==> src/rtl/lzmd_pkg.sv <==
package lzmd_pkg;

    // Largest chunk the block ever produces.
    localparam int MAX_CHUNK = 256;
    // Results one item may cause, at most.
    localparam int MAX_RESULTS = 64;

    // Token decoder phases.
    localparam logic [2:0] PH_IDLE         = 3'd0;
    localparam logic [2:0] PH_BODY         = 3'd1;
    localparam logic [2:0] PH_AFTER_MARKER = 3'd2;
    localparam logic [2:0] PH_LENGTH       = 3'd3;
    localparam logic [2:0] PH_OFFSET       = 3'd4;

    typedef struct packed {
        logic [7:0] data_byte;
        logic       chunk_start;
        logic       chunk_end;
    } t_in_item;

    typedef struct packed {
        logic [7:0] out_byte0;
        logic [7:0] out_byte1;
        logic [7:0] out_byte2;
        logic [7:0] out_byte3;
        logic [2:0] byte_count;
        logic       last_of_chunk;
        logic       decode_error;
        logic [8:0] chunk_length;
    } t_out_item;

    // Commands from the controller to the datapath.
    typedef struct packed {
        logic take;
        logic rd;
        logic wr;
        logic emit;
        logic last;
    } t_cmd;

    // Status from the datapath to the controller.
    typedef struct packed {
        logic copy_go;
        logic left_one;
        logic pack_full;
        logic pack_any;
        logic end_flag;
        logic slot_free;
    } t_status;

endpackage

==> src/rtl/lzmd_ctrl.sv <==
module lzmd_ctrl (
    input  logic             i_clk,
    input  logic             i_rst_n,
    input  logic             i_in_valid,
    output logic             o_in_stall,
    input  lzmd_pkg::t_status i_status,
    output lzmd_pkg::t_cmd   o_cmd
);

    localparam logic [1:0] S_IDLE  = 2'd0;
    localparam logic [1:0] S_RD    = 2'd1;
    localparam logic [1:0] S_WR    = 2'd2;
    localparam logic [1:0] S_FLUSH = 2'd3;

    logic [1:0] r_state;
    logic [1:0] n_state;

    // Sequencing of one item: decode, copy byte by byte, final flush.
    always_comb begin
        n_state    = r_state;
        o_cmd      = '0;
        o_in_stall = 1'b1;
        unique case (r_state)
            S_IDLE: begin
                o_in_stall = 1'b0;
                if (i_in_valid) begin
                    o_cmd.take = 1'b1;
                    n_state    = i_status.copy_go ? S_RD : S_FLUSH;
                end
            end
            S_RD: begin
                if (i_status.pack_full) begin
                    o_cmd.emit = i_status.slot_free;
                end else begin
                    o_cmd.rd = 1'b1;
                    n_state  = S_WR;
                end
            end
            S_WR: begin
                o_cmd.wr = 1'b1;
                n_state  = i_status.left_one ? S_FLUSH : S_RD;
            end
            S_FLUSH: begin
                if (i_status.pack_any || i_status.end_flag) begin
                    if (i_status.slot_free) begin
                        o_cmd.emit = 1'b1;
                        o_cmd.last = i_status.end_flag;
                        n_state    = S_IDLE;
                    end
                end else begin
                    n_state = S_IDLE;
                end
            end
            default: n_state = S_IDLE;
        endcase
    end

    // State register.
    always_ff @(posedge i_clk) begin
        if (!i_rst_n) begin
            r_state <= S_IDLE;
        end else begin
            r_state <= n_state;
        end
    end

endmodule

==> src/rtl/lzmd_datapath.sv <==
module lzmd_datapath #(
    parameter int WINDOW_BYTES = 256,
    parameter int OUT_LANES    = 4
) (
    input  logic                 i_clk,
    input  logic                 i_rst_n,
    input  lzmd_pkg::t_in_item   i_in_data,
    input  logic                 i_cfg_valid,
    input  logic [8:0]           i_cfg_data,
    output logic                 o_cfg_ready,
    input  lzmd_pkg::t_cmd       i_cmd,
    output lzmd_pkg::t_status    o_status,
    output logic                 o_out_valid,
    output lzmd_pkg::t_out_item  o_out_data,
    input  logic                 i_out_stall
);

    localparam int PACK_LANES = (OUT_LANES > 4) ? 4 : ((OUT_LANES < 1) ? 1 : OUT_LANES);
    localparam int HIST_DEPTH = (WINDOW_BYTES < lzmd_pkg::MAX_CHUNK) ?
                                WINDOW_BYTES : lzmd_pkg::MAX_CHUNK;
    localparam int ADDR_W     = $clog2(HIST_DEPTH);
    localparam int CAP_A      = (HIST_DEPTH < lzmd_pkg::MAX_RESULTS * PACK_LANES) ?
                                HIST_DEPTH : lzmd_pkg::MAX_RESULTS * PACK_LANES;
    localparam logic [8:0] CAP_LIMIT = 9'(CAP_A);
    localparam logic [2:0] PACK_CNT  = 3'(PACK_LANES);

    logic [7:0]  r_mem [HIST_DEPTH];
    logic [8:0]  r_cap_cfg;
    logic [8:0]  r_wp,     n_wp;
    logic [7:0]  r_marker, n_marker;
    logic [2:0]  r_phase,  n_phase;
    logic [15:0] r_len,    n_len;
    logic [15:0] r_off,    n_off;
    logic        r_vtl,    n_vtl;
    logic        r_skip,   n_skip;
    logic        r_end;
    logic [8:0]  r_left;
    logic [7:0]  r_rd_data;
    logic [7:0]  r_pack [4];
    logic [2:0]  r_pack_cnt;
    logic        r_out_valid;
    lzmd_pkg::t_out_item r_out;

    logic [8:0]  cap;
    logic        lit_en;
    logic [7:0]  lit_val;
    logic [8:0]  copy_n;
    logic        drop;
    logic        mem_we;
    logic [ADDR_W-1:0] mem_waddr;
    logic [7:0]  mem_wdata;
    logic [ADDR_W-1:0] rd_addr;
    logic        slot_free;

    assign cap         = (r_cap_cfg > CAP_LIMIT) ? CAP_LIMIT : r_cap_cfg;
    assign o_cfg_ready = 1'b1;
    assign slot_free   = !r_out_valid || !i_out_stall;
    assign rd_addr     = ADDR_W'(r_wp - r_off[8:0]);

    // Token decode of the item on the input port.
    always_comb begin
        logic [7:0]  b;
        logic [15:0] f_off;
        logic        f_vtl;
        logic [8:0]  room;
        b        = i_in_data.data_byte;
        n_wp     = r_wp;
        n_marker = r_marker;
        n_phase  = r_phase;
        n_len    = r_len;
        n_off    = r_off;
        n_vtl    = r_vtl;
        n_skip   = r_skip;
        lit_en   = 1'b0;
        lit_val  = b;
        copy_n   = '0;
        drop     = 1'b0;
        f_off    = {r_off[8:0], b[6:0]};
        f_vtl    = r_vtl || (r_off[15:9] != 7'd0);
        room     = (r_wp >= cap) ? 9'd0 : (cap - r_wp);
        if (i_in_data.chunk_start) begin
            n_marker = b;
            n_wp     = '0;
            n_skip   = 1'b0;
            n_vtl    = 1'b0;
            n_len    = '0;
            n_off    = '0;
            n_phase  = lzmd_pkg::PH_BODY;
        end else if (r_phase == lzmd_pkg::PH_IDLE) begin
            drop = 1'b1;
        end else if (!r_skip) begin
            case (r_phase)
                lzmd_pkg::PH_BODY: begin
                    if (b == r_marker) begin
                        n_phase = lzmd_pkg::PH_AFTER_MARKER;
                    end else begin
                        lit_en = 1'b1;
                    end
                end
                lzmd_pkg::PH_AFTER_MARKER: begin
                    if (b == 8'd0) begin
                        lit_en  = 1'b1;
                        lit_val = r_marker;
                        n_phase = lzmd_pkg::PH_BODY;
                    end else begin
                        n_vtl   = 1'b0;
                        n_len   = {9'd0, b[6:0]};
                        n_off   = '0;
                        n_phase = b[7] ? lzmd_pkg::PH_LENGTH : lzmd_pkg::PH_OFFSET;
                    end
                end
                lzmd_pkg::PH_LENGTH: begin
                    n_len = {r_len[8:0], b[6:0]};
                    if (r_len[15:9] != 7'd0) begin
                        n_vtl = 1'b1;
                    end
                    if (!b[7]) begin
                        n_off   = '0;
                        n_phase = lzmd_pkg::PH_OFFSET;
                    end
                end
                lzmd_pkg::PH_OFFSET: begin
                    n_off = f_off;
                    n_vtl = f_vtl;
                    if (!b[7]) begin
                        n_phase = lzmd_pkg::PH_BODY;
                        if (f_vtl || f_off == 16'd0 || f_off > {7'd0, r_wp}) begin
                            n_skip = 1'b1;
                        end else if (r_len > {7'd0, room}) begin
                            copy_n = room;
                            n_skip = 1'b1;
                        end else begin
                            copy_n = r_len[8:0];
                        end
                    end
                end
                default: ;
            endcase
            // A literal that does not fit is an overrun.
            if (lit_en && r_wp >= cap) begin
                lit_en = 1'b0;
                n_skip = 1'b1;
            end
            if (lit_en) begin
                n_wp = r_wp + 9'd1;
            end
        end
        // A chunk end in the middle of a token is a truncation.
        if (!drop && i_in_data.chunk_end && !n_skip && n_phase != lzmd_pkg::PH_BODY) begin
            n_skip = 1'b1;
        end
        if (!drop && i_in_data.chunk_end) begin
            n_phase = lzmd_pkg::PH_IDLE;
        end
    end

    // Status for the controller.
    always_comb begin
        o_status           = '0;
        o_status.copy_go   = (copy_n != 9'd0);
        o_status.left_one  = (r_left == 9'd1);
        o_status.pack_full = (r_pack_cnt == PACK_CNT);
        o_status.pack_any  = (r_pack_cnt != 3'd0);
        o_status.end_flag  = r_end;
        o_status.slot_free = slot_free;
    end

    // History write port: a literal at decode or a copied byte.
    always_comb begin
        mem_we    = (i_cmd.take && lit_en) || i_cmd.wr;
        mem_waddr = r_wp[ADDR_W-1:0];
        mem_wdata = i_cmd.wr ? r_rd_data : lit_val;
    end

    // History window with a registered read.
    always_ff @(posedge i_clk) begin
        if (mem_we) begin
            r_mem[mem_waddr] <= mem_wdata;
        end
        if (i_cmd.rd) begin
            r_rd_data <= r_mem[rd_addr];
        end
    end

    // Decoder state, copy counter and output packing.
    always_ff @(posedge i_clk) begin
        if (!i_rst_n) begin
            r_cap_cfg  <= 9'(lzmd_pkg::MAX_CHUNK);
            r_wp       <= '0;
            r_marker   <= '0;
            r_phase    <= lzmd_pkg::PH_IDLE;
            r_len      <= '0;
            r_off      <= '0;
            r_vtl      <= 1'b0;
            r_skip     <= 1'b0;
            r_end      <= 1'b0;
            r_left     <= '0;
            r_pack_cnt <= '0;
            for (int i = 0; i < 4; i++) begin
                r_pack[i] <= '0;
            end
        end else begin
            if (i_cfg_valid) begin
                r_cap_cfg <= i_cfg_data;
            end
            if (i_cmd.take) begin
                r_wp     <= n_wp;
                r_marker <= n_marker;
                r_phase  <= n_phase;
                r_len    <= n_len;
                r_off    <= n_off;
                r_vtl    <= n_vtl;
                r_skip   <= n_skip;
                r_end    <= i_in_data.chunk_end && !drop;
                r_left   <= copy_n;
                if (lit_en) begin
                    r_pack[0]  <= lit_val;
                    r_pack_cnt <= 3'd1;
                end
            end
            if (i_cmd.wr) begin
                r_pack[r_pack_cnt[1:0]] <= r_rd_data;
                r_pack_cnt              <= r_pack_cnt + 3'd1;
                r_wp                    <= r_wp + 9'd1;
                r_left                  <= r_left - 9'd1;
            end
            if (i_cmd.emit) begin
                r_pack_cnt <= '0;
                for (int i = 0; i < 4; i++) begin
                    r_pack[i] <= '0;
                end
            end
        end
    end

    // Output register.
    always_ff @(posedge i_clk) begin
        if (!i_rst_n) begin
            r_out_valid <= 1'b0;
        end else if (i_cmd.emit) begin
            r_out_valid <= 1'b1;
        end else if (!i_out_stall) begin
            r_out_valid <= 1'b0;
        end
    end

    always_ff @(posedge i_clk) begin
        if (i_cmd.emit) begin
            r_out.out_byte0     <= r_pack[0];
            r_out.out_byte1     <= r_pack[1];
            r_out.out_byte2     <= r_pack[2];
            r_out.out_byte3     <= r_pack[3];
            r_out.byte_count    <= r_pack_cnt;
            r_out.last_of_chunk <= i_cmd.last;
            r_out.decode_error  <= r_skip;
            r_out.chunk_length  <= i_cmd.last ? r_wp : 9'd0;
        end
    end

    assign o_out_valid = r_out_valid;
    assign o_out_data  = r_out;

endmodule

==> src/rtl/lz_marker_decompressor.sv <==
// Channel   Direction  Handshake            Beat
// input     in         i_in_valid/o_in_stall   t_in_item: byte, chunk start, chunk end
// output    out        o_out_valid/i_out_stall t_out_item: up to four bytes, status
// config    in         i_cfg_valid/o_cfg_ready 9-bit output capacity
//
// A literal or marker byte is decoded, then any result is flushed.
// A back-reference is decoded, then copied byte by byte: each copied byte needs a
// history read and then a write to the history memory, each full result is sent
// before the copy goes on, and the last result leaves in the flush state.
// Reset is synchronous and active low; the history memory needs no clearing pass.
// A stall on the output holds the copy once the packing register is full.
module lz_marker_decompressor #(
    parameter int WINDOW_BYTES = 256,
    parameter int OUT_LANES    = 4
) (
    input  logic                i_clk,
    input  logic                i_rst_n,
    input  logic                i_in_valid,
    output logic                o_in_stall,
    input  lzmd_pkg::t_in_item  i_in_data,
    output logic                o_out_valid,
    input  logic                i_out_stall,
    output lzmd_pkg::t_out_item o_out_data,
    input  logic                i_cfg_valid,
    output logic                o_cfg_ready,
    input  logic [8:0]          i_cfg_data
);

    lzmd_pkg::t_cmd    cmd;
    lzmd_pkg::t_status status;

    // Item sequencer.
    lzmd_ctrl u_ctrl (
        .i_clk      (i_clk),
        .i_rst_n    (i_rst_n),
        .i_in_valid (i_in_valid),
        .o_in_stall (o_in_stall),
        .i_status   (status),
        .o_cmd      (cmd)
    );

    // Decoder, history window and result packing.
    lzmd_datapath #(
        .WINDOW_BYTES (WINDOW_BYTES),
        .OUT_LANES    (OUT_LANES)
    ) u_datapath (
        .i_clk       (i_clk),
        .i_rst_n     (i_rst_n),
        .i_in_data   (i_in_data),
        .i_cfg_valid (i_cfg_valid),
        .i_cfg_data  (i_cfg_data),
        .o_cfg_ready (o_cfg_ready),
        .i_cmd       (cmd),
        .o_status    (status),
        .o_out_valid (o_out_valid),
        .o_out_data  (o_out_data),
        .i_out_stall (i_out_stall)
    );

endmodule

==> config.mk <==
export PLATFORM = sky130hd
export DESIGN_NAME = lz_marker_decompressor
export DESIGN_NICKNAME = d
export VERILOG_FILES = /design/src/rtl/lzmd_pkg.sv /design/src/rtl/lzmd_ctrl.sv /design/src/rtl/lzmd_datapath.sv /design/src/rtl/lz_marker_decompressor.sv
export SDC_FILE = /design/constraint.sdc
export NUM_CORES = 2
export LEC_CHECK = 0
export BUFFER_PORTS_ARGS = -buffer_cell sky130_fd_sc_hd__buf_4
export CORE_MARGIN = 5
export CORE_UTILIZATION = 57
export CTS_CLUSTER_SIZE = 16
export DETAILED_ROUTE_END_ITERATION = 12
export GPL_TIMING_DRIVEN = 1
export PLACE_DENSITY = 0.87
export SLEW_MARGIN = 15
export SYNTH_ARGS = -nofsm -noshare
export SYNTH_HDL_FRONTEND = slang
export SYNTH_HIERARCHICAL = 1
export SYNTH_SLANG_ARGS = --single-unit
==> constraint.sdc <==
create_clock -name i_clk -period 11.97 [get_ports i_clk]
set_input_delay 1.7955 -clock i_clk [delete_from_list [all_inputs] [get_ports i_clk]]
set_output_delay 1.7955 -clock i_clk [all_outputs]
set_load 0.01 [all_outputs]
Word level (Yosys, flattened, before mapping)

Memory sizes are Yosys's and may differ from the RTL's. A register that Yosys moved wholly into a read port is not among the register bits.
Index checks and enable logic that the tools add are counted.

Input bits: 24
Register bits after elaboration: 93
Logic and storage cells: 211
Memories kept: 2
Bits in writable memories: 2080

Order comparisons: 4
Bitwise operators: 6
Reductions and logical operators: 37
Add/subtract/negate cells: 5
Mux-type cells: 118
Equality and inequality tests: 22

Memories:

| memory            | words | width | rd ports | clocked after Yosys merged registers in | wr ports | RTL line            | text |
|---|---|---|---|---|---|---|---|
| u_datapath.r_mem  | 256   | 8     | 1        | 1                                       | 1        | lzmd_datapath.sv:27 | `logic [7:0] r_mem [HIST_DEPTH];` |
| u_datapath.r_pack | 4     | 8     | 4        | 4                                       | 4        | lzmd_datapath.sv:39 | `logic [7:0] r_pack [4];` |

Operators with widths:

| operator              | count |
|---|---|
| $mux W9               | 17 |
| $mux W16              | 9 |
| $mux W8               | 12 |
| $mux W1               | 52 |
| $pmux W16 S3          | 1 |
| $mux W3               | 12 |
| $gt A16 B9 Y1         | 2 |
| $pmux W16 S2          | 1 |
| $mux W2               | 9 |
| $logic_not A16 Y1     | 1 |
| $reduce_bool A7 Y1    | 2 |
| $ne A3 B2 Y1 const B  | 4 |
| $pmux W3 S4           | 1 |
| $reduce_and A6 Y1     | 2 |
| $add A9 B1 Y9 const B | 1 |
| $eq A9 B1 Y1 const B  | 1 |
| $ge A9 B9 Y1          | 1 |
| $gt A9 B9 Y1 const B  | 1 |
| $reduce_bool A3 Y1    | 3 |
| $reduce_bool A9 Y1    | 1 |
| $sub A9 B1 Y9 const B | 1 |
| $sub A9 B9 Y9         | 1 |
| $eq A8 B8 Y1          | 1 |
| $logic_not A8 Y1      | 1 |
| 29 further kinds      | 55 |

Longest topological paths before layout

Word-level depth: 21
Mapped depth: 23
Depth with buffers taken out: 22

By module

The synthesis kept the hierarchy.

Modules (own cells, without submodules):

| module        | times used | area each (sq um) | sequential area each (sq um) | cells an instance |
|---|---|---|---|---|
| lzmd_datapath | 1          | 87677.8           | 65622.9                      | 4460 |
| lzmd_ctrl     | 1          | 206.4             | 40.0                         | 23 |

Worst setup path before layout

OpenSTA, ideal clock, no wires.

Path kind: input-to-reg
Start: input i_in_data[5] in the netlist's numbering
End: memory u_datapath.r_mem[0][0] (data pin)
Stages: 7
Path buffers: 1
Data arrival time: 9.771 ns
Library setup time: 1.579 ns
Slack: 0.620 ns
Cell sequence: nor4_2 -> nand3b_1 -> nor2_1 -> and4b_1 -> clkbuf_1 -> a21oi_1 -> a21oi_1

Word-level cells in the longest chain between the ends: 7

RTL lines:

| what                        | RTL line                     | text |
|---|---|---|
| start: declaration          | lz_marker_decompressor.sv:20 | `input lzmd_pkg::t_in_item i_in_data,` |
| $logic_not A8 Y1            | lzmd_datapath.sv:101         | `if (b == 8'd0) begin` |
| $mux W8                     | lzmd_datapath.sv:101         |  |
| $mux W8                     | lzmd_datapath.sv:92          | `case (r_phase)` |
| $mux W8                     | lzmd_datapath.sv:91          | `end else if (!r_skip) begin` |
| $mux W8                     | lzmd_datapath.sv:89          | `end else if (r_phase == lzmd_pkg::PH_IDLE) begin` |
| $mux W8                     | lzmd_datapath.sv:81          | `if (i_in_data.chunk_start) begin` |
| $mux W8                     | lzmd_datapath.sv:172         | `mem_wdata = i_cmd.wr ? r_rd_data : lit_val;` |
| net u_datapath.mem_wdata[0] | lzmd_datapath.sv:51          | `logic [7:0] mem_wdata;` |
| end: declaration            | lzmd_datapath.sv:27          |  |

The timed path passes the listed nets, and every way through them passes these cells.

Worst setup path after layout

Start: register u_datapath.r_wp[0]
End: register u_datapath.r_rd_data[2], read port of u_datapath.r_mem (data pin)

Word-level cells in the longest chain between the ends: 1

RTL lines:

| what                     | RTL line             | text |
|---|---|---|
| start: declaration       | lzmd_datapath.sv:29  | `logic [8:0] r_wp, n_wp;` |
| start signal: assignment | lzmd_datapath.sv:207 | `r_wp <= n_wp;` |
| start signal: assignment | lzmd_datapath.sv:224 | `r_wp <= r_wp + 9'd1;` |
| $sub A8 B8 Y8            | lzmd_datapath.sv:58  | `assign rd_addr = ADDR_W'(r_wp - r_off[8:0]);` |
| end: declaration         | lzmd_datapath.sv:38  | `logic [7:0] r_rd_data;` |

Every way passes these cells.
A chain may end at the register's enable or synchronous reset.

==> impl_metrics.env <==
export IMPL_synth_top_cell_area_share_pct=72.92
export IMPL_drt_wirelength_per_cell_um=33.80
export IMPL_cp_end_kind="flop"
export IMPL_grt_max_degree=257
export IMPL_setup_viol=0
export IMPL_finalCritPeriodShare_pct=50.36
export IMPL_required_ns=12.52
export IMPL_setup_tns_ns=0
export IMPL_yosys_register_bits=2213
export IMPL_ant_nets=0
export IMPL_tightest_slew_ns=1.316
export IMPL_postCtsSetupBuffers=0
export IMPL_synthFlopType="edfxtp_1"
export IMPL_tritoncts="done"
export IMPL_nets=4645
export IMPL_synth_area_leaders="edfxtp_1 73%, mux4_2 15%, dfxtp_1 1.8%"
export IMPL_nFillCells=9353
export IMPL_numCtsBuffers=198
export IMPL_rsz0062_at_grt="no"
export IMPL_drc=0
export IMPL_yosysSeqAreaShare_pct=74.72
export IMPL_seqCellArea_um2=65660
export IMPL_clk_pin_slew_worst_paths_ns=0.07
export IMPL_yosys_top_cells_count="2134 x edfxtp_1, 594 x mux4_2, 368 x nand2_1"
export IMPL_avgViaCountPerCell=6.951
export IMPL_clk_path_buf_depth=3
export IMPL_antenna_found_initial=5
export IMPL_portBuffers=71
export IMPL_drt_first_iter_violations=7569
export IMPL_slew_violations=0
export IMPL_hold_viol=0
export IMPL_slowest_delay_ns=0.77
export IMPL_cp_top_family="buffers and inverters"
export IMPL_yosys_warnings=6
export IMPL_worstPathCellList="inv_1 > ha_4 > nand2b_1 > a21oi_1 > xnor2_2 > buf_4 > buf_4 > buf_4 > mux4_2 > nor2_1 > nor2_1 > o22ai_1 > a211o_1 > nor3_1"
export IMPL_clkLatencyLatePin_ns=0.85
export IMPL_clock_root_buffer="clkbuf_16"
export IMPL_worstHoldPathType="flop to flop"
export IMPL_cts_hold_buf=0
export IMPL_track_usage_pct=27.92
export IMPL_htree_num_levels=4
export IMPL_die_y_um=402.7
export IMPL_crit_slowest_cell="buf_4"
export IMPL_period_minus_slack_ns=6.028
export IMPL_p_total_uw=16420
export IMPL_dp_hpwl_um=118500
export IMPL_floorplan_initialDensity_pct=57.18
export IMPL_crit_arrival_ns=6.58
export IMPL_die_area_um2=162100
export IMPL_maxCapViolations=0
export IMPL_cts_resized_gates=0
export IMPL_cp_common_cell="buf_4"
export IMPL_run_status="completed"
export IMPL_ys_types=71
export IMPL_firstDrtPassIters=6
export IMPL_peakVddDrop_mv=0.1546
export IMPL_coreArea_um2=153700
export IMPL_path_buf_inv=4
export IMPL_synthArstFlopShare_pct=0
export IMPL_synth_edff_count=2134
export IMPL_grt_overflow_total=0
export IMPL_syn_inst=4483
export IMPL_criticalPathCategory="flop to flop"
export IMPL_area_growth_pct=10.52
export IMPL_holdWs_ns=0.4080
export IMPL_grt_pass1_vias=47280
export IMPL_postSynthAreaPerCell_um2=19.60
export IMPL_rows=144
export IMPL_grt_pass1_wl_um=329900
export IMPL_die_width_um=402.7
export IMPL_cp_start_kind="flop"
export IMPL_synth_most_common_cell="edfxtp_1"
export IMPL_final_util_pct=63.20
export IMPL_dr_total_vias=47160
export IMPL_drive_gt1_share_pct=22.44
export IMPL_crit_fanout=36
export IMPL_synth_top_cell_by_area="edfxtp_1"
export IMPL_relSlewSlack_pct=12.03
export IMPL_synth_area_um2=87880
export IMPL_gp_congestion=0.8722
export IMPL_wl_um=229300
export IMPL_finClkSkew_ns=0.04340
export IMPL_ios=73
export IMPL_power_leakage_uw=0.03040
export IMPL_syn_num_nets=4553
export IMPL_pwr_density_cell_nw_per_um2=169.0
export IMPL_clkSinkCount=2213
export IMPL_multi_input_area_um2=21010
export IMPL_max_freq_mhz=165.9
-- area by class of cell --
cell class,count,share of cell area [%]
well taps,2044,2.633
repair buffers,135,1.316
clock buffers,238,5.365
inverters,43,0.1662
diodes,4,0.01031
flip-flops and latches,2213,67.60
multi-input cells,1984,21.63
clock inverters,124,1.278
-- power breakdown --
part | switching (µW) | internal [µW] | leakage, µW
combinational | 791 | 415 | 0.00741
clock | 2880 | 3580 | 0.00315
sequential | 30.2 | 8710 | 0.0198
total | 3700 | 12700 | 0.0304
-- worst reg2reg max path: stages (launching register included) --
cell	delay [ns]
dfxtp_1	0.50
inv_1	0.22
ha_4	0.21
nand2b_1	0.17
a21oi_1	0.67
xnor2_2	0.19
buf_4	0.67
buf_4	0.78
buf_4	0.65
mux4_2	0.63
nor2_1	0.22
nor2_1	0.10
o22ai_1	0.47
a211o_1	0.23
nor3_1	0.05
-- stage by stage --
step	instances	setup WS, ns	cell area, µm²
floorplan	4483	0.6201	87880
global placement	6413	6.225	90490
detailed placement	6413	6.042	90490
CTS	6775	5.975	96950
global route	6781	5.554	97120
finish	6785	5.942	97130
-- path summary, 6_finish.rpt --
check / to / slack, ns / depth (start not counted) / startpoint
worst min-delay path: u_datapath/o_out_data[42] / 0.41 / 0 / u_datapath/r_pack[0][4]
worst max register to register: u_datapath/r_rd_data[2] / 5.94 / 14 / u_datapath/r_wp[0]
worst max-delay path: u_datapath/r_rd_data[2] / 5.94 / 14 / u_datapath/r_wp[0]
worst min register to register: u_datapath/o_out_data[42] / 0.41 / 0 / u_datapath/r_pack[0][4]
-- flip-flops by register name, indices dropped and copies added, names as in the netlist --
name / cells
u_datapath/r_pack_cnt: 3
u_datapath/r_vtl: 1
u_datapath/r_skip: 1
u_datapath/r_mem: 2048
u_datapath/r_left: 9
u_datapath/r_wp: 9
u_datapath/r_pack: 32
u_ctrl/r_state: 2
u_datapath/r_len: 16
u_datapath/o_out_valid: 1
u_datapath/r_off: 16
u_datapath/o_out_data: 46
u_datapath/r_end: 1
u_datapath/r_marker: 8
u_datapath/r_phase: 3
u_datapath/r_cap_cfg: 9
u_datapath/r_rd_data: 8
-- cell families (layout without fill, tap and decap cells) --
| group | Yosys count | count (layout) | share of synthesized area, % |
|---|---|---|---|
| xor gates and xnor gates | 30 | 30 | 0.2990 |
| AOI/OAI and AO/OA | 292 | 292 | 2.148 |
| DFF | 2213 | 2213 | 74.72 |
| adders and majority gates | 46 | 46 | 0.6720 |
| buffers and inverters | 286 | 540 | 1.644 |
| muxes | 627 | 627 | 15.60 |
| and+or+nand+nor | 988 | 988 | 4.916 |
| other | 1 | 5 | 0.004267 |
-- routing by layer --
metal / wire length [µm] / global-route usage (%)
met1: 73770 / 35.16
met2: 115100 / 46.61
met3: 27920 / 6.896
met4: 12560 / 12.40
met5: 27 / 0
-- placed cells by master, fill, tap and decap left out, types with 39 or more instances in the layout --
master | synthesis | final
clkbuf_16 | 0 | 203
clkinv_1 | 1 | 43
inv_1 | 42 | 42
nand2_1 | 368 | 368
ha_1 | 44 | 43
dfxtp_1 | 79 | 79
mux4_2 | 594 | 594
buf_4 | 25 | 116
clkinv_2 | 0 | 39
and2_1 | 40 | 40
edfxtp_1 | 2134 | 2134
nand3_1 | 59 | 59
a21oi_1 | 111 | 102
nor2_1 | 365 | 359
Power figures use the tool's default switching activity.
